### src/design/rwc_pkg.sv
// Shared types and codes for the route waypoint cursor.
// Used by the front decoder, the item queue, the back end and the top level.
package rwc_pkg;

    localparam int COORD_W       = 24;
    localparam int IDX_W         = 10;
    localparam int LEN_W         = 11;
    localparam int MAX_WAYPOINTS = 1024;

    // Command codes as they arrive on the input channel.
    localparam logic [2:0] CMD_LOAD   = 3'd0;
    localparam logic [2:0] CMD_NEAR   = 3'd1;
    localparam logic [2:0] CMD_TRACK  = 3'd2;
    localparam logic [2:0] CMD_SEED   = 3'd3;
    localparam logic [2:0] CMD_SELECT = 3'd4;

    // Internal operation classes after decoding.
    localparam logic [2:0] OP_NOP    = 3'd0;
    localparam logic [2:0] OP_LOAD   = 3'd1;
    localparam logic [2:0] OP_NEAR   = 3'd2;
    localparam logic [2:0] OP_TRACK  = 3'd3;
    localparam logic [2:0] OP_SEED   = 3'd4;
    localparam logic [2:0] OP_SELECT = 3'd5;

    localparam logic [1:0] STAT_OK       = 2'd0;
    localparam logic [1:0] STAT_RANGE    = 2'd1;
    localparam logic [1:0] STAT_ZERO_SPC = 2'd2;
    localparam logic [1:0] STAT_OVF      = 2'd3;

    typedef struct packed {
        logic [2:0]               cmd;
        logic [IDX_W-1:0]         sample_index;
        logic signed [COORD_W-1:0] pos_x;
        logic signed [COORD_W-1:0] pos_z;
        logic signed [31:0]       speed;
        logic signed [31:0]       spacing;
    } t_in;

    typedef struct packed {
        logic [IDX_W-1:0] current_index;
        logic [IDX_W-1:0] lookahead_index;
        logic [1:0]       status;
    } t_out;

    typedef struct packed {
        logic [2:0]               op;
        logic [IDX_W-1:0]         sample_index;
        logic signed [COORD_W-1:0] pos_x;
        logic signed [COORD_W-1:0] pos_z;
        logic [31:0]              speed_mag;
        logic [31:0]              spacing_mag;
        logic                     spacing_neg;
        logic                     spacing_zero;
    } t_job;

endpackage

### src/design/rwc_front.sv
// Front decoder: classifies an incoming item into an operation and prepares
// the magnitudes used by the lookahead seed. Depends on rwc_pkg.
module rwc_front (
    input  rwc_pkg::t_in  i_item,
    output rwc_pkg::t_job o_job
);

    logic [2:0] w_op;

    always_comb begin
        case (i_item.cmd)
            rwc_pkg::CMD_LOAD:   w_op = rwc_pkg::OP_LOAD;
            rwc_pkg::CMD_NEAR:   w_op = rwc_pkg::OP_NEAR;
            rwc_pkg::CMD_TRACK:  w_op = rwc_pkg::OP_TRACK;
            rwc_pkg::CMD_SEED:   w_op = rwc_pkg::OP_SEED;
            rwc_pkg::CMD_SELECT: w_op = rwc_pkg::OP_SELECT;
            default:             w_op = rwc_pkg::OP_NOP;
        endcase
    end

    // Negating the most negative value wraps to the right unsigned magnitude.
    always_comb begin
        o_job.op           = w_op;
        o_job.sample_index = i_item.sample_index;
        o_job.pos_x        = i_item.pos_x;
        o_job.pos_z        = i_item.pos_z;
        o_job.speed_mag    = i_item.speed[31] ? 32'(-i_item.speed) : 32'(i_item.speed);
        o_job.spacing_mag  = i_item.spacing[31] ? 32'(-i_item.spacing)
                                                : 32'(i_item.spacing);
        o_job.spacing_neg  = i_item.spacing[31];
        o_job.spacing_zero = (i_item.spacing == 32'sd0);
    end

endmodule

### config.mk
export PLATFORM = sky130hd
export DESIGN_NAME = rwc_front
export DESIGN_NICKNAME = d
export VERILOG_FILES = /design/src/design/rwc_pkg.sv /design/src/design/rwc_front.sv
export SDC_FILE = /design/constraint.sdc
export NUM_CORES = 1
export LEC_CHECK = 0
export CAP_MARGIN = 20
export CORE_AREA = 2 2 99 101
export DETAILED_ROUTE_END_ITERATION = 12
export DIE_AREA = 0 0 101 103
export DONT_BUFFER_PORTS = 1
export PLACE_DENSITY_LB_ADDON = 0.15
export SYNTH_ARGS = -nofsm -noshare
export SYNTH_HDL_FRONTEND = slang
export SYNTH_SLANG_ARGS = --single-unit
### constraint.sdc
create_clock -name vclk -period 2.4
set_input_delay 0.48 -clock vclk [all_inputs]
set_output_delay 0.48 -clock vclk [all_outputs]
set_load 0.1 [all_outputs]
==> out/metrics.cfg <==
[global_routing]
grt_max_degree=35
gr-total-overflow=0
grt_antenna_before_repair=0
track_usage=0.1370
grt_pass1_wl_um=11670
grt_pass1_vias=2217

[timing]
max_freq_mhz=352.5
rsz0062_at_grt=yes
hold_violations=0
drv_slew=0
worst_slew_margin_rel=0.4834
setup_violations=31
worst-slew-pin-transition_ns=0.7752
fin_ws_ns=-0.4367
timing.final.crit_share=1.182
final.min_clock_period_ns=2.837
whs_ns=0.9600

[run]
max_cap_viol_count=0

[placed_design]
post-place-ws_ns=-0.4414
port_buffers=0
hpwl_um=6042
place_area_sq_um=3770
place_congestion=0.7537

[worst_setup_path]
crit_arrival_ns=2.36
slowest_delay_ns=0.56
worst_setup_path_end_kind=output pin
crit_path_frequent_cell=or4_4
critical_path_buf_inv_count=1
cp_max_fo=8
crit_chain=or4_4 > or4_4 > o41ai_4 > xnor2_2 > buf_12
startpoint_type=input pin
crit_family=simple AND/OR/NAND/NOR gates
worstPathRequired_ns=1.92
cp_slowest_cell=or4_4
worstSetupPathType=in -> out

[cells_and_area]
num-fill-cells=852
final_cell_area_sq_um=4504
drive_above_1_share=0.7764
layout_commonest_cell=buf_4
seqCellArea_sq_um=0
n_clock_buffer=0
syn_to_final_growth_pct=136.4
n_antenna_cell=0
nets=451
multi_input_comb_area_sq_um=2888
final_cell_mix=buf_4 (62), xnor2_4 (39), buf_12 (33), buf_6 (27), xnor2_2 (19)
seq_cells=0

[synth]
syn_avg_cell_area_sq_um=7.084
syn_inst=269
syn_area_sq_um=1906
synth_xor_area_frac=0.2712
synth_top_area_share=0.2712
synth_fa_ha_area_frac=0.01313
mappedNetlistNets=396
synth-simple-area-share=0.2324
synth_warnings=0
synth_top_family_by_area=buffers and inverters
synth.yosys.seq_area_share=0
yosys-top-cells-area=xnor2_1 (27%), buf_4 (24%), o31ai_1 (7.9%)
synth_compound_area_frac=0.2095
yosysUniqueCellTypes=30
yosysTopAreaCell=xnor2_1
synthMuxAreaShare=0

[drt]
wire_per_inst_um=18.15
viasPerCell=5.064
dr.first_iter.drc_count=57
vias=2208
first_pass_iters=4
drt-total-wl_um=7912
ant_nets=0
drc=0

[pwr]
total_power_uw=1561
ir_drop_mv=0.2583
power_density_nw_per_um2=346.5
p_leak_uw=0.001789

[floorplan]
pin_count=252
die_w_um=101
start_util=0.2015
die_area_sq_um=10400
core_sq_um=9459
rows=36
die_h_um=103

[status]
status=complete, but fails checks
violations=negative setup slack

[worst_hold_path]
hold_path.class=in -> out

## what timing repair did
action / CTS / global route
hold buffers: 0 / 0
setup endpoints to repair: 32 / 42
cloned: 2 / 1
resized for setup: 44 / 46
buffers inserted: 10 / 17
pin swaps: 25 / 36
## synth_stat cells (5+ instances only)
library cell / count
buf_4: 61
clkbuf_1: 8
inv_1: 5
nand2_1: 22
nand3_1: 5
nor2_1: 10
nor3_1: 7
nor4_1: 5
o21ai_0: 14
o31ai_1: 20
o41ai_1: 11
or3_1: 9
xnor2_1: 59
## where the power goes
| part | internal (uW) | switching [uW] |
|---|---|---|
| registers | 0 | 0 |
| logic | 535 | 1030 |
| clock network | 0 | 0 |
## area by class of cell
class              instances  share of cell area
inverters                  5            0.004167
multi-input cells        194              0.6411
well taps                114             0.03167
repair buffers           123              0.3231
## metrics by stage
stage / TNS (ns) / instances / util
6_report: -6.380 / 436 / 0.4762
3_3_place_gp: -6.104 / 408 / 0.3985
5_1_grt: -8.321 / 436 / 0.4762
2_1_floorplan: -9.915 / 269 / -
4_1_cts: -5.956 / 419 / 0.4374
3_5_place_dp: -6.142 / 408 / 0.3985
## logic make-up (layout without fill, tap and decap cells)
family / Yosys count / in the layout
and+or+nand+nor: 81 / 82
adders and majority gates: 2 / 2
buffers and inverters: 76 / 128
xor gates and xnor gates: 59 / 59
AOI/OAI and AO/OA: 51 / 51
## layer usage
| metal | part of all wire | routed length [um] | track usage | vias up |
|---|---|---|---|---|
| met1 | 0.34 | 2718 | 0.1527 | 1069 |
| met2 | 0.56 | 4417 | 0.2656 | 91 |
| met4 | 0.013 | 104 | 0.02183 | 0 |
| met5 | 0 | 0 | 0 | - |
| met3 | 0.085 | 671 | 0.03525 | 28 |
| li1 | - | - | - | 1020 |
## worst paths after layout
check                  startpoint         end  slack (ns)  depth (start not counted)
worst max-delay path   i_item[14]   o_job[23]       -0.44                          5
worst min-delay path  i_item[104]  o_job[106]        0.96                          0
Note: power is estimated with default switching activity, not from simulation.
