`src/design/rwc_pkg.sv`:
```
// Shared types and codes for the route waypoint cursor.
// Used by the front decoder, the item queue, the back end and the top level.
package rwc_pkg;

    localparam int COORD_W       = 24;
    localparam int IDX_W         = 10;
    localparam int LEN_W         = 11;
    localparam int MAX_WAYPOINTS = 1024;

    // Command codes as they arrive on the input channel.
    localparam logic [2:0] CMD_LOAD   = 3'd0;
    localparam logic [2:0] CMD_NEAR   = 3'd1;
    localparam logic [2:0] CMD_TRACK  = 3'd2;
    localparam logic [2:0] CMD_SEED   = 3'd3;
    localparam logic [2:0] CMD_SELECT = 3'd4;

    // Internal operation classes after decoding.
    localparam logic [2:0] OP_NOP    = 3'd0;
    localparam logic [2:0] OP_LOAD   = 3'd1;
    localparam logic [2:0] OP_NEAR   = 3'd2;
    localparam logic [2:0] OP_TRACK  = 3'd3;
    localparam logic [2:0] OP_SEED   = 3'd4;
    localparam logic [2:0] OP_SELECT = 3'd5;

    localparam logic [1:0] STAT_OK       = 2'd0;
    localparam logic [1:0] STAT_RANGE    = 2'd1;
    localparam logic [1:0] STAT_ZERO_SPC = 2'd2;
    localparam logic [1:0] STAT_OVF      = 2'd3;

    typedef struct packed {
        logic [2:0]               cmd;
        logic [IDX_W-1:0]         sample_index;
        logic signed [COORD_W-1:0] pos_x;
        logic signed [COORD_W-1:0] pos_z;
        logic signed [31:0]       speed;
        logic signed [31:0]       spacing;
    } t_in;

    typedef struct packed {
        logic [IDX_W-1:0] current_index;
        logic [IDX_W-1:0] lookahead_index;
        logic [1:0]       status;
    } t_out;

    typedef struct packed {
        logic [2:0]               op;
        logic [IDX_W-1:0]         sample_index;
        logic signed [COORD_W-1:0] pos_x;
        logic signed [COORD_W-1:0] pos_z;
        logic [31:0]              speed_mag;
        logic [31:0]              spacing_mag;
        logic                     spacing_neg;
        logic                     spacing_zero;
    } t_job;

endpackage

```
`src/design/rwc_queue.sv`:
```
// Two-entry queue of decoded items between the front decoder and the back end.
// Depends on rwc_pkg for the item type.
module rwc_queue (
    input  logic          i_clk,
    input  logic          i_rst_n,
    input  logic          i_push,
    input  rwc_pkg::t_job i_job,
    input  logic          i_pop,
    output logic          o_valid,
    output logic          o_full,
    output rwc_pkg::t_job o_job
);

    rwc_pkg::t_job r_mem [2];
    logic          r_wp;
    logic          r_rp;
    logic [1:0]    r_cnt;

    assign o_valid = (r_cnt != 2'd0);
    assign o_full  = (r_cnt == 2'd2);
    assign o_job   = r_mem[r_rp];

    always_ff @(posedge i_clk) begin
        if (i_push) begin
            r_mem[r_wp] <= i_job;
        end
    end

    always_ff @(posedge i_clk) begin
        if (!i_rst_n) begin
            r_wp  <= 1'b0;
            r_rp  <= 1'b0;
            r_cnt <= 2'd0;
        end else begin
            if (i_push) begin
                r_wp <= ~r_wp;
            end
            if (i_pop) begin
                r_rp <= ~r_rp;
            end
            case ({i_push, i_pop})
                2'b10:   r_cnt <= r_cnt + 2'd1;
                2'b01:   r_cnt <= r_cnt - 2'd1;
                default: r_cnt <= r_cnt;
            endcase
        end
    end

endmodule

```
`config.mk`:
```
export PLATFORM = sky130hd
export DESIGN_NAME = rwc_queue
export DESIGN_NICKNAME = d
export VERILOG_FILES = /design/src/design/rwc_pkg.sv /design/src/design/rwc_queue.sv
export SDC_FILE = /design/constraint.sdc
export NUM_CORES = 1
export LEC_CHECK = 0
export BUFFER_PORTS_ARGS = -buffer_cell sky130_fd_sc_hd__buf_2
export CAP_MARGIN = 20
export CORE_MARGIN = 1.5
export CORE_UTILIZATION = 30
export CTS_CLUSTER_DIAMETER = 200
export DETAILED_ROUTE_END_ITERATION = 6
export PLACE_DENSITY = 0.52
export SETUP_SLACK_MARGIN = 0.15
export SLEW_MARGIN = 0
export SYNTH_ARGS = -nofsm -noshare
export SYNTH_HDL_FRONTEND = slang
export SYNTH_SLANG_ARGS = --single-unit
```
`constraint.sdc`:
```
create_clock -name i_clk -period 6 [get_ports i_clk]
set_input_delay 0.3 -clock i_clk [delete_from_list [all_inputs] [get_ports i_clk]]
set_output_delay 0.3 -clock i_clk [all_outputs]
set_load 0.1 [all_outputs]
```
==> impl_metrics.toml, run 1 <==
[routing]
drcViolationCount = 0
drt.antenna.violating_nets = 0
viasPerCell = 4.20
drtIter0Drc = 211
drt-wirelength-per-cell_um = 15.9
dr.pass1.iters = 4
vias = 5210
drt-total-wl_um = 19800

[floorplanning]
dieArea_um2 = 32700
ios = 260
rows = 64
die_w_um = 181
initial_core_util = 0.308
fp.coreArea_um2 = 30800
die_h_um = 181

[final_layout]
multi_input_area_um2 = 1670
fillers = 2738
drive_gt1_frac = 0.514
final-seq-area_um2 = 7730
syn_to_final_growth_pct = 41.1
final_nets = 957

[place]
port_buffers = 259
dp.final_hpwl_um = 12500
gp_congestion = 0.737

[setup_path]
arrival_ps = 2700
crit_required_ps = 5700
crit_type = "reg -> out"
crit_path_start_kind = "flip-flop"
worstPathMaxFanout = 51
ff2ff_path_depth = 2
regToRegSetupSlack_ps = 3530
r2r_end = "r_mem[1][64]"
reg2reg_from = "r_wp"
critPathCaptureType = "primary output"

[global_routing]
grt_pass1_wl_um = 30400
grtUsageMet3 = 0.0335
first_global_vias = 5775
grt_antenna_before_repair = 1
overflow = 0
grt_start_max_net_pins = 69
grt_util_met1 = 0.139
use_met2 = 0.204
grt_most_used_layer = "met2"
track_usage = 0.117

[power]
p_sw_mw = 1.52
peakVddDrop_uv = 199
power.share.clock = 0.335
p_sw_frac = 0.315
p_leak_nw = 5.08
pwr-share-comb = 0.225
intPower_mw = 3.31
sequentialPowerShare = 0.440
p_per_area_nw_per_um2 = 361

[job]
cap_violations = 0

[synthesis]
syn_inst = 417
yosysTopAreaCell = "edfxtp_1"
ys_types = 19
postSynthNetCount = 549
ys_seq_area_frac = 0.814
synth_seq_cells = 259
synth_top_area_frac = 0.804
netlist_area_um2 = 9490
synth_top_cells_by_area = "edfxtp_1, mux2_2, mux2_4"
synth_warnings = 0
avgSynthCellArea_um2 = 22.8

[hold_path]
hp-class = "in -> reg"
hold_end = "r_wp"
hold-path-cell-count = 3
hold_start = "i_push"

[clocking]
cts_tree = "yes"
cts_buffers = 28
clock_path_buffers = 3
clk_pin_slew_ps = 60
clock-root-buffer = "clkbuf_16"
worstSkewPairLatency_ps = 530
cts-htree-levels = 1
ctsResizeCount = 0
clock_sinks = 259
postCtsSetupBuffers = 0
postCtsHoldBufs = 128

[timing]
drv_slew = 0
worst_slew_pin_slew_ps = 945
final.setup.tns_ps = 0
fin_crit_sh = 0.500
layout_min_cycle_time_ps = 3000
hold_viol = 0
relSlewSlack = 0.370
whs_ps = 125
clock.fmax_mhz = 333
rsz0062_at_grt = "false"
setup_viol = 0
worst_clock_skew_ps = 5.30

[status]
status = "finished, final reports clean"
==> through the flow <==
stage	cells	area [um2]	power (mW)	util	setup slack, ps
final	1241	13400	4.83	0.434	3000
after CTS	1240	13400	4.90	0.434	2900
after global routing	1240	13400	5.00	0.434	2810
after floorplan	417	9490	3.03	-	1900
after global placement	1063	11200	3.18	0.364	3520
after detailed placement	1063	11200	3.19	0.364	3480
==> Yosys cell counts <==
cell type and number:
nor2b_1 1, o21a_1 1, buf_6 5, buf_2 9, xnor2_1 2, dfxtp_1 5, and2_1 4, ha_1 1
mux2_4 30, or2_2 1, or3_1 1, o21ai_0 1, a21boi_1 1, xor2_1 1, edfxtp_1 254, inv_1 1
and2b_2 1, nor2_1 1, mux2_2 97
==> critical path, stage by stage, from the launching register on <==
cell and delay, ps:
dfxtp_4 710, buf_4 660, mux2_2 300, buf_2 420
==> power by group through the flow <==
stage / sequential, mW / combinational (mW) / clock (mW)
after floorplan: 2.15 / 0.874 / 0
after global placement: 2.16 / 1.02 / 0
after detailed placement: 2.17 / 1.03 / 0
after CTS: 2.13 / 1.10 / 1.68
after global routing: 2.14 / 1.13 / 1.74
final: 2.13 / 1.09 / 1.62
==> logic make-up after synthesis <==
family	Yosys count	synth area share
flops	259	0.814
xor+xnor	3	0.00277
mux	127	0.163
fa+ha+maj	1	0.00132
buf+inv	15	0.0111
simple gates	9	0.00593
compound gates	3	0.00211
==> layer usage <==
metal / wire, um / vias up
met5: 0 / -
met4: 464 / 0
met3: 1470 / 34
met2: 9650 / 192
met1: 8170 / 2517
li1: - / 2467
==> registers in the layout, summed over array words and instances, names as in the netlist, named ones only <==
signal,flops
r_rp,1
r_wp,1
r_mem,254
r_cnt,2
==> cells in the final DEF, fill, tap and decap left out <==
cell,synthesis,final
a21boi_1,1,1
and2_1,4,3
and2_4,0,1
and2b_2,1,1
buf_2,9,259
buf_4,0,5
bufinv_16,0,2
clkbuf_1,0,6
clkbuf_16,0,29
clkinv_1,0,5
clkinv_2,0,4
clkinv_4,0,1
clkinvlp_4,0,1
dfxtp_1,5,4
dfxtp_4,0,1
diode_2,0,1
dlygate4sd3_1,0,128
edfxtp_1,254,254
ha_1,1,1
inv_1,1,1
inv_6,0,1
mux2_2,97,97
mux2_4,30,30
nor2_4,0,1
nor2b_1,1,1
o21a_1,1,1
o21ai_0,1,1
or2_2,1,1
or3_1,1,1
xnor2_1,2,2
xor2_1,1,1
==> cell type report <==
| type | instances | area share |
|---|---|---|
| well taps | 396 | 0.0370 |
| flip-flops and latches | 259 | 0.577 |
| clock inverters | 14 | 0.00925 |
| diodes | 1 | 0.000187 |
| multi-input cells | 143 | 0.125 |
| clock buffers | 35 | 0.0559 |
| repair buffers | 392 | 0.195 |
| inverters | 1 | 0.000280 |
==> how the worst max path moves through the flow <==
stage	to	slack, ps	depth (start not counted)
floorplan	r_mem[0][0]	1900	2
global placement	r_mem[1][45]	3520	3
detailed placement	o_job[67]	3480	3
CTS	o_job[67]	2900	3
global route	o_job[60]	2810	3
finish	o_job[67]	3000	3
Power figures use the tool's default switching activity.
==> run 2, diff against run 1 <==
==> constraint.sdc (replaced) <==
create_clock -name i_clk -period 2.5 [get_ports i_clk]
set_input_delay 0.125 -clock i_clk [delete_from_list [all_inputs] [get_ports i_clk]]
set_output_delay 0.125 -clock i_clk [all_outputs]
set_load 0.1 [all_outputs]
==> run 2 against run 1 <==
Against the previous run:
- combinational power rose by 140%
- global-route usage about the same
- hold slack gained 87 ps
- die area is the same
- clock-buffer cell count up 4
- first-iteration DRC count down 16%
- sequential share of layout area down 1.1 points
- critical path depth is the same
- utilization rose by 0.85 points
- design area increased by 2.0%
- cell count increased by 1.0%
- clock power increased to 2.6 times the previous value
- highest routed layer is now met5
==> impl_metrics.toml, run 2 (same netlist as run 1, synthesis figures left out) <==
[routing]
drt-total-wl_um = 19700
drt.antenna.violating_nets = 0
viasPerCell = 4.20
drcViolationCount = 0
dr.pass1.iters = 4
drt-wirelength-per-cell_um = 15.7
vias = 5264
drtIter0Drc = 178

[clocking]
cts_tree = "yes"
clock-root-buffer = "clkbuf_16"
worstSkewPairLatency_ps = 540
cts-htree-levels = 1
cts_buffers = 29
clock_sinks = 259
clock_path_buffers = 3
clk_pin_slew_ps = 50

[power]
p_leak_nw = 5.18
p_per_area_nw_per_um2 = 880
sequentialPowerShare = 0.423
intPower_mw = 8.26
peakVddDrop_uv = 524
fin_total_pwr_mw = 12.0
power.share.clock = 0.355
p_sw_mw = 3.74
pwr-share-comb = 0.222
p_sw_frac = 0.312

[setup_path]
crit_required_ps = 2380
cp_slowest_stage_delay_ps = 430
worstPathMaxFanout = 56
critical-path-top-delay-family = "buffers and inverters"
critPathBufInv = 2
critPathSlowestCell = "dfxtp_4"
crit_chain = "buf_16 > mux2_2 > buf_2"
arrival_ps = 2010
crit_type = "reg -> out"
crit_path_start_kind = "flip-flop"
critPathCaptureType = "primary output"

[final_layout]
syn_to_final_growth_pct = 43.8
drive_gt1_frac = 0.522
most-common-layout-cells = "buf_2, edfxtp_1, dlygate4sd3_1"
layout_commonest_cell = "buf_2"
largest_reg_flops = 254
fillers = 2697
final_nets = 966
design_area_um2 = 13600
largest-register = "r_mem"
final_util = 0.443
reg_top3 = "r_mem x254, r_cnt x2"

[floorplanning]
fp.coreArea_um2 = 30800
die_w_um = 181
dieArea_um2 = 32700
rows = 64
die_h_um = 181
initial_core_util = 0.308
ios = 260

[status]
status = "finished, final reports clean"

[timing]
worst_slew_pin_slew_ps = 515
worst_slack_ps = 367
layout_min_cycle_time_ps = 2130
hold_viol = 0
drv_slew = 0
clock.fmax_mhz = 469
fin_crit_sh = 0.853
relSlewSlack = 0.659
worst_clock_skew_ps = 17.2
setup_viol = 0
rsz0062_at_grt = "false"

[place]
dpl_cell_area_um2 = 11300
place_ws_ps = 745
port_buffers = 259
dp.final_hpwl_um = 12700
gp_congestion = 0.702

[global_routing]
first_global_vias = 5899
grt_start_max_net_pins = 71
grt_antenna_before_repair = 2
grt_pass1_wl_um = 30400
track_usage = 0.117
overflow = 0

[job]
cap_violations = 0

[hold_path]
hp-class = "in -> reg"
## run 2: per-layer routing
layer	vias to the layer above	GRT usage	wire length (um)
met3	41	0.0399	1470
met4	2	0.0356	580
met5	-	0	12
li1	2495	-	-
met2	174	0.209	9850
met1	2552	0.131	7810
## run 2: worst reg2reg max path: stages (launching register included)
cell	delay [ps]
dfxtp_2	330
nor2_4	140
buf_12	310
o21a_1	180
dlygate4sd3_1	530
## run 2: worst paths after layout
check / from / end / slack (ps) / depth (start not counted)
min reg2reg: r_cnt[1] / r_cnt[1] / 500 / 2
max: flip-flop / o_job[40] / 370 / 3
min: i_push / r_cnt[1] / 210 / 5
max reg2reg: r_wp / r_wp / 940 / 4
## run 2: metrics by stage
step | hold slack (ps) | cells | TNS, ps
6_report | 212 | 1254 | 0
5_1_grt | 242 | 1253 | 0
4_1_cts | 185 | 1249 | 0
3_5_place_dp | 316 | 1065 | 0
3_3_place_gp | 312 | 1065 | 0
2_1_floorplan | 224 | 417 | -13940
## run 2: final cells by class
| class | count | area (um2) | area share |
|---|---|---|---|
| Antenna cell | 1 | 2.50 | 0.000183 |
| Sequential cell | 259 | 7730 | 0.567 |
| Tap cell | 396 | 495 | 0.0363 |
| Multi-Input combinational cell | 143 | 1670 | 0.122 |
| Clock buffer | 39 | 773 | 0.0567 |
| Timing Repair Buffer | 400 | 2770 | 0.203 |
| Clock inverter | 15 | 204 | 0.0149 |
| Inverter | 1 | 3.75 | 0.000275 |
## run 2: repair_timing
item | in CTS | in global routing
gates resized for setup | 1 | 1
endpoints found under the hold margin | 259 | 0
setup buffers | 0 | 4
hold buffers | 130 | 0
setup endpoints to repair | 1 | 62
## run 2: power groups by stage
stage	Combinational, mW	Clock (mW)	Sequential [mW]
floorplan	2.10	0	5.16
global placement	2.48	0	5.17
detailed placement	2.50	0	5.18
CTS	2.67	4.39	5.09
global route	2.76	4.58	5.10
finish	2.67	4.26	5.08
==> run 3, diff against run 2 <==
--- a/config.mk
+++ b/config.mk
@@ -5,13 +5,16 @@
 export SDC_FILE = /design/constraint.sdc
 export NUM_CORES = 1
 export LEC_CHECK = 0
+export ABC_AREA = 1
 export BUFFER_PORTS_ARGS = -buffer_cell sky130_fd_sc_hd__buf_2
 export CAP_MARGIN = 20
+export CORE_ASPECT_RATIO = 0.6
 export CORE_MARGIN = 1.5
 export CORE_UTILIZATION = 30
 export CTS_CLUSTER_DIAMETER = 200
 export DETAILED_ROUTE_END_ITERATION = 6
 export PLACE_DENSITY = 0.52
+export REMOVE_ABC_BUFFERS = 1
 export SETUP_SLACK_MARGIN = 0.15
 export SLEW_MARGIN = 0
 export SYNTH_ARGS = -nofsm -noshare
==> run 3 against run 2 <==
Against the previous run:
- combinational power shrank 10%
- clock power grew 2%
- power shrank 1.7%
- worst setup slack lost 85 ps
- clock-buffer cell count shrank 10
- utilization shrank 0.39 points
- sequential cell count is the same
- sequential power is essentially flat
- non-clock buffer count is the same
- fmax shrank 3.8%
- cell count grew 2.2%
- global-route usage grew 0.34 points
- critical endpoint is now o_job[55]
==> impl_metrics.toml, run 3 <==
[status]
status = "finished, final reports clean"

[clocking]
clock-root-buffer = "clkbuf_16"
clk_pin_slew_ps = 60
clock_path_buffers = 3
clock_sinks = 259
cts_tree = "yes"
worstSkewPairLatency_ps = 530
cts-htree-levels = 1
cts_buffers = 26

[timing]
worst_slew_pin_slew_ps = 547
drv_slew = 0
rsz0062_at_grt = "false"
worst_clock_skew_ps = 10.5
layout_min_cycle_time_ps = 2220
fin_crit_sh = 0.887
worst_slack_ps = 282
clock.fmax_mhz = 451
setup_viol = 0
final.setup.tns_ps = 0
whs_ps = 122
hold_viol = 0
relSlewSlack = 0.638

[setup_path]
crit_type = "reg -> out"
crit_path_start_kind = "flip-flop"
crit_required_ps = 2380
r2r_end = "r_wp"
arrival_ps = 2090
regToRegSetupSlack_ps = 660
ff2ff_path_depth = 5
critPathCaptureType = "primary output"
worstPathMaxFanout = 42
crit_path_end = "o_job[55]"
reg2reg_from = "r_wp"

[global_routing]
first_global_vias = 5537
overflow = 0
track_usage = 0.120
grt_pass1_wl_um = 30700
grt_antenna_before_repair = 1
grt_start_max_net_pins = 65

[floorplanning]
fp.coreArea_um2 = 31200
ios = 260
dieArea_um2 = 32800
rows = 50
die_w_um = 233
initial_core_util = 0.305
die_h_um = 141

[synthesis]
avgSynthCellArea_um2 = 22.1
synth_seq_cells = 259
synthArstFlopShare = 0
synth_top_cells_by_area = "edfxtp_1, mux2_2, mux2_4"
yosysTopAreaCell = "edfxtp_1"
ys_types = 13
synth_top_area_frac = 0.803
syn_inst = 430
netlist_area_um2 = 9500
synth_commonest_cells = "edfxtp_1, mux2_2, mux2_4"
yosysMostFrequentCell = "edfxtp_1"
synth_edf_count = 254
synthFlopType = "edfxtp_1"
synth_warnings = 0
ys_seq_area_frac = 0.814

[power]
p_leak_nw = 5.22
fin_total_pwr_mw = 11.8
peakVddDrop_uv = 649
p_per_area_nw_per_um2 = 863

[final_layout]
multi_input_area_um2 = 1650
largest_reg_flops = 254
syn_to_final_growth_pct = 44.0
fillers = 2755
final_nets = 976
drive_gt1_frac = 0.510
final_util = 0.439
layout_commonest_cell = "buf_2"
final-seq-area_um2 = 7730
most-common-layout-cells = "buf_2, edfxtp_1, dlygate4sd3_1"
reg_top3 = "r_mem x254, r_cnt x2"
largest-register = "r_mem"

[place]
gp_congestion = 0.730
port_buffers = 259
place_ws_ps = 697
dp.final_hpwl_um = 12500

[routing]
drt.antenna.violating_nets = 0
viasPerCell = 4.13
dr.pass1.iters = 6
vias = 5290
drcViolationCount = 0
drt-wirelength-per-cell_um = 15.7
drtIter0Drc = 254
drt-total-wl_um = 20100

[job]
cap_violations = 0

[hold_path]
hp-class = "in -> reg"
hold_start = "i_push"
==> run 3: changes by cell type after synthesis, moves of 2 or more <==
cell / previous run / this run
and2_1: 4 / 0
inv_1: 1 / 6
nand2_1: 0 / 9
nor2_1: 1 / 11
xnor2_1: 2 / 0
==> run 3: routing by layer <==
layer,track usage,wire length [um],up-vias
li1,-,-,2523
met1,0.163,9210,2570
met2,0.180,8690,171
met3,0.0506,1900,26
met4,0.0248,329,0
met5,0,0,-
==> run 3: worst max-delay path, stage by stage, from the launching register on <==
cell and delay (ps):
dfxtp_4 490, buf_12 290, mux2_2 410, buf_2 300
==> run 3: where the power goes <==
group          internal (mW)  switching (mW)  total (mW)
combinational          0.575            1.81        2.39
clock                   2.70            1.63        4.33
sequential              5.03          0.0573        5.08
total                   8.30            3.50        11.8
==> run 3: how the worst min path moves through the flow <==
stage | slack, ps | to | depth (start not counted)
after floorplan | 220 | r_mem[0][0] | 0
after global placement | 310 | r_mem[1][96] | 1
after detailed placement | 320 | r_mem[0][105] | 1
after CTS | 100 | r_cnt[0] | 4
after global routing | 140 | r_cnt[0] | 4
final | 120 | r_cnt[0] | 4
==> run 3: kinds of logic (layout without fill, tap and decap cells) <==
kind of cell	Yosys count	count (layout)	share of synthesized area
adders and majority gates	1	1	0.00132
buffers and inverters	20	454	0.0130
and+or+nand+nor	21	21	0.00856
muxes	127	127	0.162
other	0	1	0
DFF	259	259	0.814
AOI/OAI and AO/OA	2	2	0.00105
==> run 3: final cells by class <==
class	instances	area share
Sequential cell	259	0.565
Timing Repair Buffer	400	0.203
Multi-Input combinational cell	151	0.121
Clock buffer	29	0.0500
Tap cell	416	0.0381
Clock inverter	19	0.0204
Inverter	6	0.00183
Antenna cell	1	0.000183
==> run 3: timing repair <==
item / in CTS / in global routing
gates resized for setup: 1 / 0
setup endpoints to repair: 21 / 0
endpoints found under the hold margin: 259 / 0
buffers inserted: 1 / 0
hold buffers: 131 / 0
==> run 3: metrics by stage <==
stage          instance area (um2)  std cells
5_1_grt                      13700       1281
3_3_place_gp                 11400       1100
6_report                     13700       1281
3_5_place_dp                 11400       1100
4_1_cts                      13700       1280
2_1_floorplan                 9400        416
